## src/sv/ccd_ram.sv

```systemverilog
// Generic single-write, single-read synchronous RAM with registered read data.
// No dependencies.
module ccd_ram #(
   parameter int WIDTH = 8,
   parameter int DEPTH = 16
) (
   input  logic                     clock,
   input  logic                     wr_en,
   input  logic [$clog2(DEPTH)-1:0] wr_addr,
   input  logic [WIDTH-1:0]         wr_data,
   input  logic                     rd_en,
   input  logic [$clog2(DEPTH)-1:0] rd_addr,
   output logic [WIDTH-1:0]         rd_data
);

   logic [WIDTH-1:0] mem [DEPTH];
   logic [WIDTH-1:0] rd_data_ff;

   always_ff @(posedge clock) begin
      if (wr_en) begin
         mem[wr_addr] <= wr_data;
      end
      if (rd_en) begin
         rd_data_ff <= mem[rd_addr];
      end
   end

   assign rd_data = rd_data_ff;

endmodule

```

## config.mk

```make
export PLATFORM = sky130hd
export DESIGN_NAME = ccd_ram
export DESIGN_NICKNAME = d
export VERILOG_FILES = /design/src/sv/ccd_ram.sv
export SDC_FILE = /design/constraint.sdc
export NUM_CORES = 1
export LEC_CHECK = 0
export BUFFER_PORTS_ARGS = -buffer_cell sky130_fd_sc_hd__buf_2
export CORE_ASPECT_RATIO = 0.5
export CORE_MARGIN = 10
export CORE_UTILIZATION = 63
export CTS_BUF_LIST = sky130_fd_sc_hd__clkbuf_4 sky130_fd_sc_hd__clkbuf_8
export DETAILED_ROUTE_END_ITERATION = 8
export PLACE_DENSITY_LB_ADDON = 0.08
export REMOVE_ABC_BUFFERS = 1
export SKIP_CTS_REPAIR_TIMING = 1
export SYNTH_ARGS = -nofsm -noshare
export SYNTH_HDL_FRONTEND = slang
export SYNTH_SLANG_ARGS = --single-unit
```

## constraint.sdc

```tcl
create_clock -name clock -period 2.3 [get_ports clock]
set_input_delay 0.46 -clock clock [delete_from_list [all_inputs] [get_ports clock]]
set_output_delay 0.46 -clock clock [all_outputs]
set_load 0.02 [all_outputs]
```

==> out/qor.yml, run 1 <==
die_h_um: 84.4
r2r-start: "mem[11][6]"
worstSkewPairLatency_ps: 440
cts_num_sinks: 136
numCtsBuffers: 17
ys_seq_area_frac: 0.781
dieWidth_um: 149
syn_avg_cell_area_um2: 22.8
initial_utilization: 0.651
drt_pass1_iterations: 5
worstSetupPathType: "in2reg"
final_cell_area_mm2: 0.00598
place.gp.congestion: 0.756
fill_cells: 469
overflow: 0
slew_headroom: 0.552
drc: 0
setup_violations: 0
n_antenna_cell: 0
fin_util: 0.745
period_needed_ps: 1710
maxCapViolCount: 0
min_from: "rd_en"
cts_tree: "built"
dp_slack_ps: 160
layout_common_cells: "edfxtp_1, buf_2, mux4_2, buf_4, clkbuf_8"
ant_nets: 0
worstHoldPathType: "in2reg"
rsz0062_at_grt: "no"
ys_ff_latch: 136
fmax_mhz: 586
io_buffers: 26
fp.coreArea_mm2: 0.00803
leakagePower_nw: 2.03
mostFrequentLayoutCell: "edfxtp_1"
wl_per_cell_um: 26.0
crit_required_ps: 2460
grt_pass1_wl_mm: 16.3
viasPerCell: 6.35
irDropWorstVdd_uv: 550
detailedRoute.firstIterationViolations: 271
yosysWarnings: 0
tightestPinTransition_ps: 670
clk_pin_slew_ps: 70
critPathLaunch: "rd_addr[0]"
grt_use_total: 0.180
critPathLaunchType: "primary input"
netlist-cell-type-count: 18
setup_ws_ps: 593
io_pins: 27
grt_max_degree: 33
arrival_ps: 1870
cp-end-kind: "flip-flop"
setup_tns_ps: 0
rows: 23
syn_inst: 229
fin_crit_sh: 0.742
grt_pass1_vias: 2663
drt-total-wl_mm: 10.6
syn_area_mm2: 0.00523
vias: 2586
placed_cell_area_mm2: 0.00559
layout-drive-gt1-share: 0.315
root_buffer: "clkbuf_8"
skew_ps: 7.81
clk_path_buf_depth: 2
p_per_area_mw_per_mm2: 844
dieArea_mm2: 0.0126
slew_viol_final: 0
crit_fanout: 32
nets: 303
hold_viol: 0
htree_levels: 4
antenna_found_initial: 0
status: "completed"
hpwlAfterDp_mm: 6.56
areaGrowthSynthToFinish_pct: 14.4
-- through the flow --
step           total power, mW  std cells  hold WS, ps
3_5_place_dp              3.14        377          746
5_1_grt                   5.21        407          385
3_3_place_gp              3.12        377          728
6_report                  5.05        407          406
4_1_cts                   5.08        407          387
2_1_floorplan             2.98        219          559
-- worst paths after layout --
check / endpoint / slack, ps / cells after the start
hold / removal: rd_data[2] / 410 / 1
setup reg to reg: rd_data[6] / 660 / 3
setup / recovery: rd_data[6] / 590 / 5
hold reg to reg: rd_data[2] / 750 / 3
-- metal layers --
metal  vias to the layer above  GRT usage  share of wire
li1                       1085          -              -
met4                         0     0.0673          0.013
met2                       146      0.248           0.46
met1                      1340      0.248           0.42
met5                         -          0              0
met3                        15     0.0792           0.10
-- synthesized netlist by cell type, drive strengths merged --
cell,count,share of area
nand3,1,0.00096
edfxtp,136,0.78
clkdlybuf4s25,3,0.0057
nand3b,2,0.0029
and2,1,0.0012
nand2,9,0.0065
nor2,13,0.0093
nor2b,1,0.0012
a22oi,16,0.023
nand2b,2,0.0024
and2b,1,0.0014
or3b,1,0.0017
mux4,32,0.15
buf,7,0.011
nor3,4,0.0038
-- layout make-up --
class	count	area (µm²)	share of cell area
clock buffer	25	294	0.0492
clock inverter	5	97.6	0.0163
multi-input combinational	83	1060	0.177
sequential	136	4080	0.683
tap	112	140	0.0234
timing repair buffer	46	305	0.0511
-- report_power, final --
group / internal, mW / switching (mW) / total, mW
Sequential: 2.79 / 0.0182 / 2.81
Combinational: 0.110 / 0.164 / 0.274
Clock: 1.15 / 0.816 / 1.96
-- worst max-delay path, cell delays in order --
cell and delay [ps]:
buf_2 100, buf_12 240, mux4_2 540, a22oi_1 400, nand2_1 130
-- cell families (layout without fill, tap and decap cells) --
| family | count (synthesis) | after routing | share of synthesized area |
|---|---|---|---|
| flops | 136 | 136 | 0.781 |
| simple gates | 35 | 35 | 0.0314 |
| mux | 32 | 32 | 0.148 |
| compound gates | 16 | 16 | 0.0230 |
| buf+inv | 10 | 76 | 0.0165 |
-- sequential cells by signal, indices dropped and copies added, names as in the netlist --
name / cells
mem: 128
rd_data: 8
(Power assumes the default switching activity.)
==> run 2: changes to the inputs <==
- ABC_AREA: not set -> 1
- clock period: 2.3 -> 1.65 ns (I/O delays scaled with it)
==> run 2 against run 1 <==
Effect of this change:
- clock skew down 1.3 ps
- combinational power up 82%
- wire length up 21%
- global-route usage up 1.9 points
- highest routed layer unchanged
- area after synthesis up 12%
==> out/qor.yml, run 2 <==
status: "completed"
worst-r2r-cell-count: 6
ys.flop_type: "edfxtp_1"
slew_headroom: 0.755
slowest_delay_ps: 440
io_buffers: 26
path_buf_inv: 1
dieArea_mm2: 0.0138
root_buffer: "clkbuf_8"
fp.coreArea_mm2: 0.00886
critPathLaunchType: "flip-flop"
worstSetupPathType: "reg2out"
rrSetupSlack_ps: 490
initial_utilization: 0.660
syn_inst: 551
synth-compound-area-share: 0
ys_ff_latch: 136
viasPerCell: 5.40
tightestPinTransition_ps: 368
path_cells: "buf_2"
synth_top_family_by_area: "simple AND/OR/NAND/NOR gates"
regMostFlops: "mem"
grt_max_degree: 53
ant_nets: 0
crit_required_ps: 1320
dp.cells: 698
rsz0062_at_grt: "no"
slew_viol_final: 0
holdPathStages: 1
ys_seq_area_frac: 0.698
setup_tns_ps: 0
irDropWorstVdd_uv: 669
htree_levels: 4
overflow: 0
nets: 619
skew_ps: 6.53
worstSkewPairLatency_ps: 440
antenna_found_initial: 0
areaGrowthSynthToFinish_pct: 13.1
cp-end-kind: "output pin"
synth_xor_area_frac: 0
crit_fanout: 1
syn_avg_cell_area_um2: 10.6
yosys.area_share.simple: 0.208
drc: 0
clk_path_buf_depth: 2
grt_use_total: 0.199
period_needed_ps: 1400
synth_mux_area_frac: 0
grt_pass1_wl_mm: 20.1
fmax_mhz: 714
vias: 3933
place.gp.congestion: 0.834
rows: 24
fill_cells: 590
drt_pass1_iterations: 6
dieWidth_um: 156
fin_crit_sh: 0.849
drt-total-wl_mm: 12.8
synthTopCellsByCount: "nand2_1, edfxtp_1, inv_1, nand3_1, nor2_1"
wl_per_cell_um: 17.6
cts_tree: "built"
hold_end: "rd_data[0]"
grt_pass1_vias: 3713
synth_edf_count: 136
hpwlAfterDp_mm: 8.03
dp_slack_ps: 99.8
finalNonFillerCells: 729
syn_area_mm2: 0.00585
yosysMostFrequentCell: "nand2_1"
yosysTopAreaCell: "edfxtp_1"
synthAdderAreaFrac: 0
maxCapViolCount: 0
arrival_ps: 1070
async_flop_share: 0
critical_path.slowest_cell: "edfxtp_1"
detailedRoute.firstIterationViolations: 355
r2r-start: "mem[0][6]"
min_from: "rd_en"
reg2reg_to: "rd_data[6]"
netlist-cell-type-count: 11
worstHoldPathType: "in2reg"
setup_ws_ps: 249
largest_reg_flops: 128
layout-drive-gt1-share: 0.136
layout_common_cells: "nand2_1, edfxtp_1, inv_1"
clk_pin_slew_ps: 70
setup_violations: 0
die_h_um: 88.1
yosysWarnings: 0
numCtsBuffers: 17
io_pins: 27
cpLargestDelayFamily: "flip-flops"
mostFrequentLayoutCell: "nand2_1"
cts_num_sinks: 136
n_antenna_cell: 0
hold_viol: 0
synth_top_cells_by_area: "edfxtp_1, nand2_1, nand3_1, inv_1, buf_6"
leakagePower_nw: 2.89
yosysTopAreaCellShare: 0.698
p_per_area_mw_per_mm2: 1100
==> run 2: changes by cell type after synthesis, moves of 10 or more <==
cell     change
nand3_1     +96
nand2_1    +164
mux4_1      -14
buf_2       +10
a22oi_1     -16
inv_1      +100
mux4_2      -18
==> run 2: power breakdown <==
| group | total, mW | switching, mW | internal [mW] |
|---|---|---|---|
| logic | 0.499 | 0.348 | 0.151 |
| registers | 3.91 | 0.0209 | 3.89 |
| clock network | 2.87 | 1.23 | 1.64 |
| total | 7.28 | 1.60 | 5.68 |
==> run 2: per-stage QoR <==
stage,total power [mW],instance area (µm²),util,hold WS [ps]
after floorplan,4.21,5680,-,429
after global placement,4.47,6200,0.700,714
after detailed placement,4.48,6200,0.700,707
after CTS,7.28,6610,0.746,262
after global routing,7.49,6610,0.746,265
final,7.28,6610,0.746,279
==> run 2: routing by layer <==
layer | up-vias | part of all wire | GRT usage
li1 | 1874 | - | -
met1 | 1837 | 0.43 | 0.268
met2 | 185 | 0.45 | 0.295
met3 | 37 | 0.097 | 0.0475
met4 | 0 | 0.025 | 0.109
met5 | - | 0 | 0
==> run 2: how the worst max path moves through the flow <==
stage | startpoint | endpoint | slack [ps] | depth (start not counted)
after floorplan | rd_addr[0] | rd_data[2] | 200 | 6
after detailed placement | rd_addr[0] | rd_data[2] | 100 | 7
final | rd_data[5] | rd_data[5] | 250 | 1
after global placement | rd_addr[0] | rd_data[5] | 140 | 7
after global routing | rd_data[5] | rd_data[5] | 220 | 1
after CTS | rd_data[5] | rd_data[5] | 230 | 1
==> run 2: cell type report <==
type / instances / area [µm²] / area share
clock buffers: 19 / 249 / 0.0377
clock inverters: 12 / 158 / 0.0238
inverters: 102 / 383 / 0.0579
multi-input cells: 289 / 1210 / 0.184
flip-flops and latches: 136 / 4080 / 0.618
well taps: 117 / 146 / 0.0221
repair buffers: 54 / 378 / 0.0572
==> run 2: cell families after synthesis <==
group / Yosys count
simple gates: 289
flops: 136
buf+inv: 126
