**src/sv/ccd_pkg.sv**
```systemverilog
// Shared types and constants for the minimum coin change block.
// No dependencies; imported by ccd_seq and min_coin_change_dp.
package ccd_pkg;

   localparam int MAX_AMOUNT = 1023;
   localparam int MAX_COINS  = 6;
   localparam int AMT_W      = 10;
   localparam int CNT_W      = 11;
   localparam int KIDX_W     = 3;
   localparam int CSR_IDX_W  = 3;
   localparam int TBL_DEPTH  = MAX_AMOUNT + 1;
   localparam int TBL_AW     = $clog2(TBL_DEPTH);

   // Table code for an amount that no coin mix reaches.
   localparam logic [CNT_W-1:0] INF_CODE = '1;

   // Configuration register indexes.
   localparam logic [CSR_IDX_W-1:0] CSR_COIN_COUNT = 3'd0;
   localparam logic [CSR_IDX_W-1:0] CSR_COIN_A     = 3'd1;
   localparam logic [CSR_IDX_W-1:0] CSR_COIN_F     = 3'd6;

   typedef logic [MAX_COINS-1:0][AMT_W-1:0] coin_set_type;

   // One access pair to the scratch table.
   typedef struct packed {
      logic              wr_en;
      logic [TBL_AW-1:0] wr_addr;
      logic [CNT_W-1:0]  wr_data;
      logic              rd_en;
      logic [TBL_AW-1:0] rd_addr;
   } mem_req_type;

   typedef enum logic [3:0] {
      ST_IDLE = 4'b0001,
      ST_INIT = 4'b0010,
      ST_SCAN = 4'b0100,
      ST_DONE = 4'b1000
   } seq_state_type;

endpackage

```
**src/sv/ccd_seq.sv**
```systemverilog
// Table rebuild sequencer: walks amounts and coins, reads the table, keeps the
// running minimum and writes each entry back. Depends on ccd_pkg.
module ccd_seq
   import ccd_pkg::*;
(
   input  logic               clock,
   input  logic               reset,
   input  logic               start,
   input  logic [AMT_W-1:0]   target,
   input  logic [KIDX_W-1:0]  n_active,
   input  coin_set_type       coins,
   input  logic [CNT_W-1:0]   rd_data,
   input  logic               take,
   output mem_req_type        mem_req,
   output logic               idle,
   output logic               done,
   output logic [CNT_W-1:0]   result
);

   seq_state_type      state_ff, state_in;
   logic [AMT_W-1:0]   target_ff, target_in;
   logic [AMT_W-1:0]   amt_ff, amt_in;
   logic [KIDX_W-1:0]  k_ff, k_in;
   logic [CNT_W-1:0]   acc_ff, acc_in;
   logic               pend_ff, pend_in;
   logic [CNT_W-1:0]   result_ff, result_in;

   logic [AMT_W-1:0]   coin_sel;
   logic               coin_use;
   logic               k_live;
   logic [CNT_W-1:0]   cand;
   logic [CNT_W-1:0]   acc_next;

   assign k_live   = (k_ff < n_active);
   assign coin_sel = k_live ? coins[k_ff] : '0;
   assign coin_use = k_live && (coin_sel != '0) && (coin_sel <= amt_ff);

   // Candidate from the entry read in the previous cycle.
   always_comb begin
      cand = INF_CODE;
      if (pend_ff && (rd_data != INF_CODE)) begin
         cand = rd_data + CNT_W'(1);
      end
   end
   assign acc_next = (cand < acc_ff) ? cand : acc_ff;

   always_comb begin
      state_in  = state_ff;
      target_in = target_ff;
      amt_in    = amt_ff;
      k_in      = k_ff;
      acc_in    = acc_ff;
      pend_in   = 1'b0;
      result_in = result_ff;
      mem_req   = '0;
      unique case (state_ff)
         ST_IDLE: begin
            if (start) begin
               target_in = target;
               state_in  = ST_INIT;
            end
         end
         ST_INIT: begin
            mem_req.wr_en   = 1'b1;
            mem_req.wr_addr = '0;
            mem_req.wr_data = '0;
            if (target_ff == '0) begin
               result_in = '0;
               state_in  = ST_DONE;
            end else begin
               amt_in   = AMT_W'(1);
               k_in     = '0;
               acc_in   = INF_CODE;
               state_in = ST_SCAN;
            end
         end
         ST_SCAN: begin
            if (k_live) begin
               mem_req.rd_en   = coin_use;
               mem_req.rd_addr = TBL_AW'(amt_ff - coin_sel);
               pend_in         = coin_use;
               acc_in          = acc_next;
               k_in            = k_ff + KIDX_W'(1);
            end else begin
               mem_req.wr_en   = 1'b1;
               mem_req.wr_addr = TBL_AW'(amt_ff);
               mem_req.wr_data = acc_next;
               k_in            = '0;
               acc_in          = INF_CODE;
               if (amt_ff == target_ff) begin
                  result_in = acc_next;
                  state_in  = ST_DONE;
               end else begin
                  amt_in = amt_ff + AMT_W'(1);
               end
            end
         end
         ST_DONE: begin
            if (take) begin
               state_in = ST_IDLE;
            end
         end
         default: state_in = ST_IDLE;
      endcase
   end

   always_ff @(posedge clock) begin
      if (reset) begin
         state_ff <= ST_IDLE;
         pend_ff  <= 1'b0;
      end else begin
         state_ff <= state_in;
         pend_ff  <= pend_in;
      end
      target_ff <= target_in;
      amt_ff    <= amt_in;
      k_ff      <= k_in;
      acc_ff    <= acc_in;
      result_ff <= result_in;
   end

   assign idle   = (state_ff == ST_IDLE);
   assign done   = (state_ff == ST_DONE);
   assign result = result_ff;

   // Reads and writes never share a cycle, so no same-entry hazard arises.
   a_no_rw_overlap: assert property (@(posedge clock) disable iff (reset)
      !(mem_req.wr_en && mem_req.rd_en))
      else $error("table read and write in the same cycle");

   // A pending candidate always comes from a read issued in the previous cycle.
   a_pend_has_read: assert property (@(posedge clock) disable iff (reset)
      pend_ff |-> $past(mem_req.rd_en))
      else $error("candidate without a table read");

   // The scan never runs past the target or touches amount zero.
   a_scan_range: assert property (@(posedge clock) disable iff (reset)
      (state_ff == ST_SCAN) |-> (amt_ff != '0 && amt_ff <= target_ff))
      else $error("scan amount out of range");

   // Every read address lies strictly below the amount being built.
   a_read_below: assert property (@(posedge clock) disable iff (reset)
      mem_req.rd_en |-> (mem_req.rd_addr < TBL_AW'(amt_ff)))
      else $error("table read at or above current amount");

endmodule

```
**config.mk**
```make
export PLATFORM = sky130hd
export DESIGN_NAME = ccd_seq
export DESIGN_NICKNAME = d
export VERILOG_FILES = /design/src/sv/ccd_pkg.sv /design/src/sv/ccd_seq.sv
export SDC_FILE = /design/constraint.sdc
export NUM_CORES = 1
export LEC_CHECK = 0
export BUFFER_PORTS_ARGS = -buffer_cell sky130_fd_sc_hd__buf_2
export CAP_MARGIN = 20
export CORE_ASPECT_RATIO = 0.9
export CORE_MARGIN = 1.5
export CORE_UTILIZATION = 50
export CTS_BUF_LIST = sky130_fd_sc_hd__clkbuf_2
export DETAILED_ROUTE_END_ITERATION = 6
export GPL_ROUTABILITY_DRIVEN = 0
export PLACE_DENSITY = 0.86
export SKIP_CTS_REPAIR_TIMING = 1
export SYNTH_ARGS = -nofsm -noshare
export SYNTH_HDL_FRONTEND = slang
export SYNTH_SLANG_ARGS = --single-unit
```
**constraint.sdc**
```tcl
create_clock -name clock -period 4.6 [get_ports clock]
set_input_delay 0.46 -clock clock [delete_from_list [all_inputs] [get_ports clock]]
set_output_delay 0.46 -clock clock [all_outputs]
set_load 0.02 [all_outputs]
```
==> results of run 1 <==
==> power by group through the flow <==
stage | combinational, mW | clock (mW) | sequential [mW]
2_1_floorplan | 0.112 | 0 | 0.526
3_3_place_gp | 0.172 | 0 | 0.530
3_5_place_dp | 0.177 | 0 | 0.531
4_1_cts | 0.179 | 0.182 | 0.521
5_1_grt | 0.199 | 0.199 | 0.523
6_report | 0.180 | 0.178 | 0.521
==> routing by layer <==
layer  vias up  routed length [um]  share of wire
met3        14                 587          0.063
li1       1744                   -              -
met1      1652                3920           0.42
met4         0                  79         0.0084
met5         -                   0              0
met2       147                4790           0.51
==> cells in the mapped netlist, types with 5 or more instances <==
cell type,count,area [sq um]
a21o_1,7,52.6
a21oi_1,22,110
and2_1,13,81.3
and3_1,5,31.3
clkbuf_1,8,30.0
dfxtp_1,5,100
edfxtp_1,45,1350
ha_1,25,313
inv_1,24,90.1
mux2i_1,21,210
mux4_2,10,225
nand2_1,42,158
nand2b_1,6,37.5
nand3_1,11,55.1
nand4_1,8,50.1
nor2_1,48,180
nor3_1,6,30.0
nor4_1,5,31.3
o21ai_0,9,45.0
o22ai_1,10,62.6
xnor2_1,11,96.3
xor2_1,17,149
==> how the worst min path moves through the flow <==
stage,startpoint,end,slack (ns),cells past startpoint
floorplan,reset,state_ff[1],0.53,1
global placement,acc_ff[10],acc_ff[10],0.63,2
detailed placement,acc_ff[10],acc_ff[10],0.63,2
CTS,target[2],target_ff[2],0.17,1
global route,target[0],target_ff[0],0.17,1
finish,target[3],target_ff[3],0.19,1
==> worst reg2reg max path: cells and delay by family, from the launching register on <==
kind | cells | cell delay, ns
flops | 1 | 0.62
buf+inv | 3 | 0.51
mux | 1 | 0.56
simple gates | 4 | 0.50
compound gates | 4 | 0.52
fa+ha+maj | 2 | 0.39
==> registers in the layout (all words and copies together) (netlist names) <==
| signal | flops |
|---|---|
| acc_ff | 11 |
| amt_ff | 10 |
| k_ff | 3 |
| pend_ff | 1 |
| result | 11 |
| state_ff | 4 |
| target_ff | 10 |
==> through the flow <==
step,instances,total power [mW],hold WS (ns),cell area [sq um],utilization
after detailed placement,628,0.708,0.631,4630,0.614
after CTS,636,0.882,0.175,4670,0.619
after floorplan,409,0.637,0.532,3880,-
after global routing,636,0.921,0.166,4680,0.620
after global placement,628,0.702,0.631,4630,0.614
final,636,0.879,0.191,4680,0.620
==> area by class of cell <==
class / count / area [sq um] / area share
Multi-Input combinational cell: 315 / 2250 / 0.481
Sequential cell: 50 / 1450 / 0.310
Timing Repair Buffer: 138 / 703 / 0.150
Tap cell: 96 / 120 / 0.0257
Inverter: 29 / 109 / 0.0233
Clock buffer: 6 / 30.0 / 0.00642
Clock inverter: 2 / 13.8 / 0.00294
==> cell families after synthesis <==
logic type	synth area share
fa+ha+maj	0.0857
simple gates	0.210
compound gates	0.107
buf+inv	0.0477
flops	0.374
xor+xnor	0.0632
mux	0.112
==> summary.txt, run 1 <==
Synthesis
  – Primary FF master, synth: edfxtp_1
  – Post-synth cell types: 50
  – Asr flop ratio synth: 0
  – Post-Syn Area: between 0.003 and 0.004 sq mm
  – Yosys Warn Count: 0
  – EDFF count, synth: 45
  – Seq/Total Area, Yosys: 0.374
  – Synthesized flop and latch total: 50
  – Mapped Cells: between 400 and 500
  – Mapped Nets: about 520
  – Mean post-synth cell area: 9.49 sq um

Die
  – Core area: approximately 0.0075 sq mm
  – Io pins: between 100 and 150
  – Row cnt: 30
  – Initial core utilization: 0.515
  – Die H: roughly 87 um
  – Die W: around 96 um
  – Die Footprint: roughly 0.0083 sq mm

Clocking
  – Worst-case clock buffer depth: 2
  – CTS buffer count: 5
  – H-tree depth: 2
  – Later-pin clock latency in the skew report: between 0.4 and 0.5 ns
  – Worst-path clk slew: approximately 0.24 ns
  – # clock sinks: 50
  – TritonCTS clock tree: done
  – Root buf cell: clkbuf_2

Critical path
  – Critical Path Sink: mem_req[9]
  – Worst R2R Path Depth: 14
  – CP Capture Type: output pin
  – Worst Path Arrival: 3.75 ns
  – Slowest CP cell: edfxtp_1
  – CP Class: flop to output pin
  – Worst path depth: 12
  – CP required: between 4 and 5 ns
  – Crit-path cells: buf_4 -> mux2i_1 -> o22ai_1 -> nand2_1 -> ha_1 -> nor2b_1 -> o211ai_1 -> a31oi_1 -> or4_1 -> and3_1 -> nor3_1 -> buf_2
  – Crit path launch: k_ff[0]
  – CP top delay family: simple AND/OR/NAND/NOR gates
  – Buf+Inv Stages, Crit Path: 2
  – R2R Setup Slk: 1.43 ns
  – Slowest cell delay on critical path: a little over 0.6 ns
  – Crit start category: flop
  – RR Startpoint: k_ff[0]
  – R2r endpoint: pend_ff
  – Worst-path fanout max: 18

Routing
  – Via/cell ratio: between 5 and 6
  – Detail Route Antenna Nets: 0
  – DR pass1 iterations: 4
  – Routed length per placed instance: 14.7 um
  – Vias: about 3,600
  – Iteration-0 DRC Markers: 231
  – Final WL: ~9.4 mm
  – DR DRC count: 0

Placement
  – PortBufs: roughly 130
  – DP HPWL: roughly 7.6 mm
  – Pre-CTS WS: around 0.65 ns

Layout
  – Fin nets: about 650
  – Antenna cells: 0
  – Most frequent cells in the layout: buf_2, nor2_1, edfxtp_1, nand2_1, ha_1
  – Most common library cell in the layout ignoring fill and taps: buf_2
  – Layout cell share with drive strength beyond 1: 0.300
  – Filler cells: 646
  – P&R area growth vs syn: 20.5%

Power
  – Clock share of power: 0.203
  – Comb pwr share: 0.205
  – Sw Ratio: 0.278
  – Power Internal: 0.635 mW
  – Peak VDD IR: approximately 150 uV
  – Net Sw Power: between 0.2 and 0.25 mW
  – Power per cell area: 188 mW/mm^2
  – Leakage: approximately 2.1 nW
  – Part of the power in registers: 0.592

Timing
  – RSZ-0062 raised after global routing: no
  – Max Transition Viols Final: 0
  – Worst Tran Pin Value: approximately 0.88 ns
  – Fin crit share: 0.914
  – Final setup violation count: 0
  – Tmin final: approximately 4.2 ns
  – Clock skew: roughly 0.018 ns
  – Max Clk Rate: 238 MHz
  – Final WS setup: 0.394 ns
  – Worst slew margin: 0.412
  – Final Hold Viols: 0
  – Fin Setup TNS: 0 ns

Global routing
  – Pin count of the biggest net entering global routing: 23
  – Grt met1 use: 0.292
  – Initial antenna violation count: 0
  – Met3 Use GR: 0.0404
  – Tot GR Track Use: 0.233
  – Most Crowded Layer GR: met2
  – Global-route wire length before repair: approximately 15 mm
  – Grt ovf: 0
  – Vias in the first global route: approximately 3,500
  – GRT met2 Usage: 0.417

Min path
  – Hold WC Path Type: input pin to flop

Run status
  – Outcome: complete, no violations

Run
  – # Max-Cap Violations: 0
No activity file was read; power rests on OpenSTA's default activity.
==> run 2, diff against run 1 <==
--- a/config.mk
+++ b/config.mk
@@ -5,15 +5,17 @@
 export SDC_FILE = /design/constraint.sdc
 export NUM_CORES = 1
 export LEC_CHECK = 0
-export BUFFER_PORTS_ARGS = -buffer_cell sky130_fd_sc_hd__buf_2
 export CAP_MARGIN = 20
+export CELL_PAD_IN_SITES_DETAIL_PLACEMENT = 1
+export CELL_PAD_IN_SITES_GLOBAL_PLACEMENT = 2
 export CORE_ASPECT_RATIO = 0.9
 export CORE_MARGIN = 1.5
-export CORE_UTILIZATION = 50
+export CORE_UTILIZATION = 39
 export CTS_BUF_LIST = sky130_fd_sc_hd__clkbuf_2
 export DETAILED_ROUTE_END_ITERATION = 6
+export DONT_BUFFER_PORTS = 1
 export GPL_ROUTABILITY_DRIVEN = 0
-export PLACE_DENSITY = 0.86
+export PLACE_DENSITY = 0.88
 export SKIP_CTS_REPAIR_TIMING = 1
 export SYNTH_ARGS = -nofsm -noshare
 export SYNTH_HDL_FRONTEND = slang
==> run 2 against run 1 <==
Clock skew is 0.011 ns higher. Combinational power shrank 22%. Worst setup slack worse by 0.058 ns. Hold slack worse by 0.10 ns. Final cell count shrank 14%. Final area down 11%. Wire length rose by 7.9%. First-iteration DRC count shrank 44%. Total power increased by 2.0%. Clock-buffer cell count stayed put.
==> summary.txt, run 2 (synthesis gave the netlist of run 1 again) <==
Timing
  – Max Transition Viols Final: 0 (unchanged)
  – WHS: 0.0912 ns (-0.100 ns)
  – Final WS setup: 0.337 ns (-0.0575 ns)
  – Worst Tran Pin Value: 1.08 ns (+0.200 ns)
  – Clock skew: 0.0292 ns (+0.0114 ns)
  – Max Clk Rate: 235 MHz (-1.3%)
  – Tmin final: 4.26 ns (+0.0575 ns)
  – Fin crit share: 0.927 (+0.0125)
  – Worst slew margin: 0.270 (-0.141)
  – Final setup violation count: 0 (unchanged)
  – Final Hold Viols: 0 (unchanged)
  – RSZ-0062 raised after global routing: no
  – Fin Setup TNS: 0 ns (unchanged)

Global routing
  – Pin count of the biggest net entering global routing: 23 (unchanged)
  – Initial antenna violation count: 0 (unchanged)
  – Vias in the first global route: 3,358 (-2.9%)
  – Grt ovf: 0 (unchanged)
  – Global-route wire length before repair: 16.4 mm (+7.4%)
  – Tot GR Track Use: 0.197 (-0.0365)

Layout
  – Most frequent cells in the layout: nor2_1, edfxtp_1, nand2_1, ha_1, inv_1
  – P&R area growth vs syn: 7.15%
  – Fin nets: 531 (-19%)
  – Most common library cell in the layout ignoring fill and taps: nor2_1
  – Antenna cells: 0 (unchanged)
  – Layout cell share with drive strength beyond 1: 0.0933 (-0.207)
  – Design area: 0.00416 sq mm (-11%)

Critical path
  – Worst Path Arrival: 3.80 ns (+0.05 ns)
  – Slowest CP cell: mux4_2
  – CP required: 4.14 ns (about the same)
  – Crit start category: flop
  – CP Class: flop to output pin
  – Crit-path cells: buf_4 -> mux4_2 -> inv_1 -> o22ai_1 -> nand2_1 -> ha_1 -> o211ai_1 -> a31oi_1 -> or4_1 -> and3_1 -> nor3_1 -> buf_4
  – CP Capture Type: output pin
  – Slowest cell delay on critical path: 0.57 ns (-0.05 ns)
  – Worst-path fanout max: 20 (+2)
  – Crit path top cell by count: buf_4

Routing
  – Via/cell ratio: 5.74 (+2.6%)
  – Final WL: 10.1 mm (+7.9%)
  – Detail Route Antenna Nets: 0 (unchanged)
  – Vias: 3,123 (-12%)
  – Routed length per placed instance: 18.6 um (+26%)
  – Iteration-0 DRC Markers: 129 (-44%)
  – DR pass1 iterations: 4 (unchanged)
  – DR DRC count: 0 (unchanged)

Power
  – Comb pwr share: 0.156 (-0.049)
  – Peak VDD IR: 134 uV (-12%)
  – Power per cell area: 215 mW/mm^2 (+15%)
  – Part of the power in registers: 0.582 (-0.010)
  – Net Sw Power: 0.233 mW (-4.6%)
  – Power Internal: 0.663 mW (+4.5%)
  – Clock share of power: 0.262 (+0.059)
  – Leakage: 1.61 nW (-24%)
  – Sw Ratio: 0.260 (-0.0178)

Die
  – Row cnt: 34 (+13%)
  – Core area: 0.00966 sq mm (+28%)
  – Die H: 97.7 um (+13%)
  – Die Footprint: 0.0106 sq mm (+27%)
  – Initial core utilization: 0.402 (-0.113)
  – Die W: 108 um (+13%)
  – Io pins: 134 (unchanged)

Clocking
  – # clock sinks: 50 (unchanged)
  – CTS buffer count: 5 (unchanged)
  – TritonCTS clock tree: done
  – Worst-case clock buffer depth: 2 (unchanged)
  – Root buf cell: clkbuf_2
  – Later-pin clock latency in the skew report: 0.43 ns (about the same)
  – H-tree depth: 2 (unchanged)
  – Worst-path clk slew: 0.24 ns (about the same)

Run status
  – Outcome: complete, no violations

Min path
  – Hold WC Path Type: input pin to flop

Placement
  – Placed cell area: 0.00405 sq mm (-13%)
  – PortBufs: 0 (-100%)
  – DP HPWL: 8.17 mm (+7.7%)
  – Pre-CTS WS: 0.724 ns (+0.0776 ns)

Run
  – # Max-Cap Violations: 0 (unchanged)
==> run 2: layer usage <==
layer / vias up / track usage / wire, um
met4: 0 / 0.0364 / 59
li1: 1501 / - / -
met3: 5 / 0.0342 / 395
met5: - / 0 / 0
met2: 70 / 0.358 / 5310
met1: 1547 / 0.242 / 4360
==> run 2: final cells by class <==
| cell class | count | area (sq um) |
|---|---|---|
| multi-input combinational | 315 | 2250 |
| sequential | 50 | 1450 |
| clock buffer | 6 | 30.0 |
| inverter | 29 | 109 |
| clock inverter | 2 | 37.5 |
| timing repair buffer | 16 | 123 |
| tap | 126 | 158 |
| fill | 1133 | 5500 |
==> run 2: path summary, 6_finish.rpt <==
kind | startpoint | endpoint | slack, ns | cells past startpoint
hold / removal | reset | pend_ff | 0.09 | 1
setup reg to reg | k_ff[0] | pend_ff | 1.45 | 14
setup / recovery | k_ff[0] | mem_req[9] | 0.34 | 12
hold reg to reg | acc_ff[10] | acc_ff[10] | 0.68 | 2
==> run 2: worst max-delay path: cells and delay by family (launching register included) <==
kind                     cells  cell delay [ns]
flip-flops                   1             0.56
multiplexers                 1             0.57
AND/OR/NAND/NOR              4             0.90
adder cells (fa/ha/maj)      1             0.28
AO/OA/AOI/OAI                3             0.41
buffers and inverters        3             0.65
==> run 2: power groups by stage <==
stage / Combinational [mW] / Clock (mW) / Sequential (mW)
6_report: 0.140 / 0.235 / 0.521
5_1_grt: 0.157 / 0.255 / 0.523
4_1_cts: 0.138 / 0.243 / 0.522
3_5_place_dp: 0.137 / 0 / 0.532
3_3_place_gp: 0.134 / 0 / 0.532
2_1_floorplan: 0.112 / 0 / 0.526
==> run 2: stage by stage <==
| stage | power, mW | utilization | instances |
|---|---|---|---|
| final | 0.896 | 0.431 | 544 |
| after global routing | 0.936 | 0.431 | 544 |
| after CTS | 0.903 | 0.426 | 538 |
| after detailed placement | 0.669 | 0.419 | 530 |
| after global placement | 0.665 | 0.419 | 530 |
| after floorplan | 0.637 | - | 409 |
==> run 3, diff against run 2 <==
--- a/config.mk
+++ b/config.mk
@@ -10,12 +10,12 @@
 export CELL_PAD_IN_SITES_GLOBAL_PLACEMENT = 2
 export CORE_ASPECT_RATIO = 0.9
 export CORE_MARGIN = 1.5
-export CORE_UTILIZATION = 39
+export CORE_UTILIZATION = 33
 export CTS_BUF_LIST = sky130_fd_sc_hd__clkbuf_2
 export DETAILED_ROUTE_END_ITERATION = 6
 export DONT_BUFFER_PORTS = 1
 export GPL_ROUTABILITY_DRIVEN = 0
-export PLACE_DENSITY = 0.88
+export PLACE_DENSITY = 0.78
 export SKIP_CTS_REPAIR_TIMING = 1
 export SYNTH_ARGS = -nofsm -noshare
 export SYNTH_HDL_FRONTEND = slang
==> run 3 against run 2 <==
Critical path depth is 2 higher. Final cell count grew 6.1%. Sequential share of layout area fell by 0.61 points. Clock power rose by 5%. Maximum frequency grew 0.82%. Combinational power is 4% higher. Sequential power hardly changed. Via count decreased by 0.51%. Register-to-register slack got worse by 0.02 ns. Sequential cell count unchanged.
==> summary.txt, run 3 (synthesis gave the netlist of run 1 again) <==
Global routing
  – Grt ovf: 0 (unchanged)
  – Global-route wire length before repair: 16.2 mm (-1.1%)
  – Vias in the first global route: 3,232 (-3.8%)
  – Tot GR Track Use: 0.163 (-0.0340)
  – Initial antenna violation count: 0 (unchanged)
  – Pin count of the biggest net entering global routing: 23 (unchanged)

Timing
  – Final Hold Viols: 0 (unchanged)
  – Fin Setup TNS: 0 ns (unchanged)
  – Worst slew margin: 0.281 (+0.0108)
  – Clock skew: 0.0181 ns (-0.0111 ns)
  – Max Clk Rate: 236 MHz (+0.82%)
  – RSZ-0062 raised after global routing: no
  – Final WS setup: 0.371 ns (+0.0346 ns)
  – Final setup violation count: 0 (unchanged)
  – Tmin final: 4.23 ns (-0.0346 ns)
  – Worst Tran Pin Value: 1.06 ns (-0.0159 ns)
  – WHS: 0.0889 ns (-0.00224 ns)
  – Max Transition Viols Final: 0 (unchanged)
  – Fin crit share: 0.919 (-0.00751)

Placement
  – Pre-CTS WS: 0.752 ns (+0.0280 ns)
  – DP HPWL: 8.11 mm (-0.71%)
  – Placed cell area: 0.00409 sq mm (+1.1%)
  – PortBufs: 0 (unchanged)
  – Placed Cells: 561 (+5.8%)

Min path
  – Hold WC Path Type: input pin to flop
  – HP Start: target[6]

Routing
  – DR DRC count: 0 (unchanged)
  – Routed length per placed instance: 17.8 um (-4.6%)
  – DR pass1 iterations: 4 (unchanged)
  – Final WL: 10.2 mm (+1.2%)
  – Iteration-0 DRC Markers: 145 (+12%)
  – Vias: 3,107 (-0.51%)
  – Detail Route Antenna Nets: 0 (unchanged)
  – Via/cell ratio: 5.38 (-6.2%)

Layout
  – Most common library cell in the layout ignoring fill and taps: nor2_1
  – Fin nets: 534 (+0.56%)
  – Most frequent cells in the layout: nor2_1, edfxtp_1, nand2_1, ha_1, inv_1
  – P&R area growth vs syn: 9.06%
  – Design area: 0.00423 sq mm (+1.8%)
  – Post-route insts no fill: 577 (+6.1%)
  – Layout cell share with drive strength beyond 1: 0.105 (+0.0112)
  – Filler cells: 1,341 (+18%)
  – Antenna cells: 0 (unchanged)
  – Fin util: 0.370 (-0.0605)

Critical path
  – Crit path launch: k_ff[1]
  – CP Class: flop to output pin
  – Crit start category: flop
  – RR Startpoint: k_ff[1]
  – Worst-path fanout max: 15 (-25%)
  – CP Capture Type: output pin
  – CP required: 4.14 ns (about the same)
  – Worst Path Arrival: 3.77 ns (-0.03 ns)

Clocking
  – TritonCTS clock tree: done
  – Root buf cell: clkbuf_2
  – Later-pin clock latency in the skew report: 0.45 ns (+0.02 ns)
  – CTS buffer count: 5 (unchanged)
  – H-tree depth: 2 (unchanged)
  – Worst-path clk slew: 0.27 ns (+0.03 ns)
  – Worst-case clock buffer depth: 2 (unchanged)
  – # clock sinks: 50 (unchanged)

Die
  – Die Footprint: 0.0124 sq mm (+18%)
  – Row cnt: 37 (+8.8%)
  – Initial core utilization: 0.340 (-0.0625)
  – Core area: 0.0114 sq mm (+18%)
  – Die H: 106 um (+8.4%)
  – Die W: 117 um (+8.5%)
  – Io pins: 134 (unchanged)

Run status
  – Outcome: complete, no violations

Power
  – Total power: 0.914 mW (+2.0%)
  – Leakage: 1.63 nW (+0.98%)
  – Peak VDD IR: 121 uV (-9.1%)
  – Power per cell area: 216 mW/mm^2 (+0.18%)

Run
  – # Max-Cap Violations: 0 (unchanged)
==> run 3: path summary, 6_finish.rpt <==
kind / to / cells past startpoint / slack (ns)
worst min-delay path: target_ff[6] / 0 / 0.09
worst max-delay path: mem_req[9] / 14 / 0.37
worst max register to register: pend_ff / 16 / 1.43
worst min register to register: acc_ff[4] / 2 / 0.69
==> run 3: area by class of cell <==
| type | instances | area, sq um | share of cell area |
|---|---|---|---|
| clock buffers | 6 | 30.0 | 0.00709 |
| clock inverters | 2 | 37.5 | 0.00887 |
| inverters | 29 | 109 | 0.0257 |
| multi-input cells | 315 | 2260 | 0.534 |
| flip-flops and latches | 50 | 1450 | 0.343 |
| well taps | 156 | 195 | 0.0461 |
| repair buffers | 19 | 149 | 0.0352 |
==> run 3: power by group <==
group / switching, mW / internal, mW / total [mW] / leakage, nW
clock: 0.153 / 0.0936 / 0.247 / 0.0392
sequential: 0.0142 / 0.507 / 0.522 / 0.406
combinational: 0.0799 / 0.0657 / 0.146 / 1.18
==> run 3: metal layers <==
layer | GRT usage | wire length, um
met1 | 0.198 | 4490
met2 | 0.297 | 5280
met3 | 0.0338 | 367
met4 | 0.0353 | 100
met5 | 0 | 0
==> run 3: worst max-delay path, cell delays in order (launching register included) <==
cell	delay, ns
edfxtp_1	0.44
buf_4	0.20
ha_1	0.28
a21o_1	0.15
a21oi_1	0.18
buf_6	0.14
nand2_1	0.09
ha_1	0.30
nor2b_1	0.14
o211ai_1	0.27
a31oi_2	0.17
or4_1	0.45
and3_1	0.19
nor3_1	0.17
buf_4	0.17
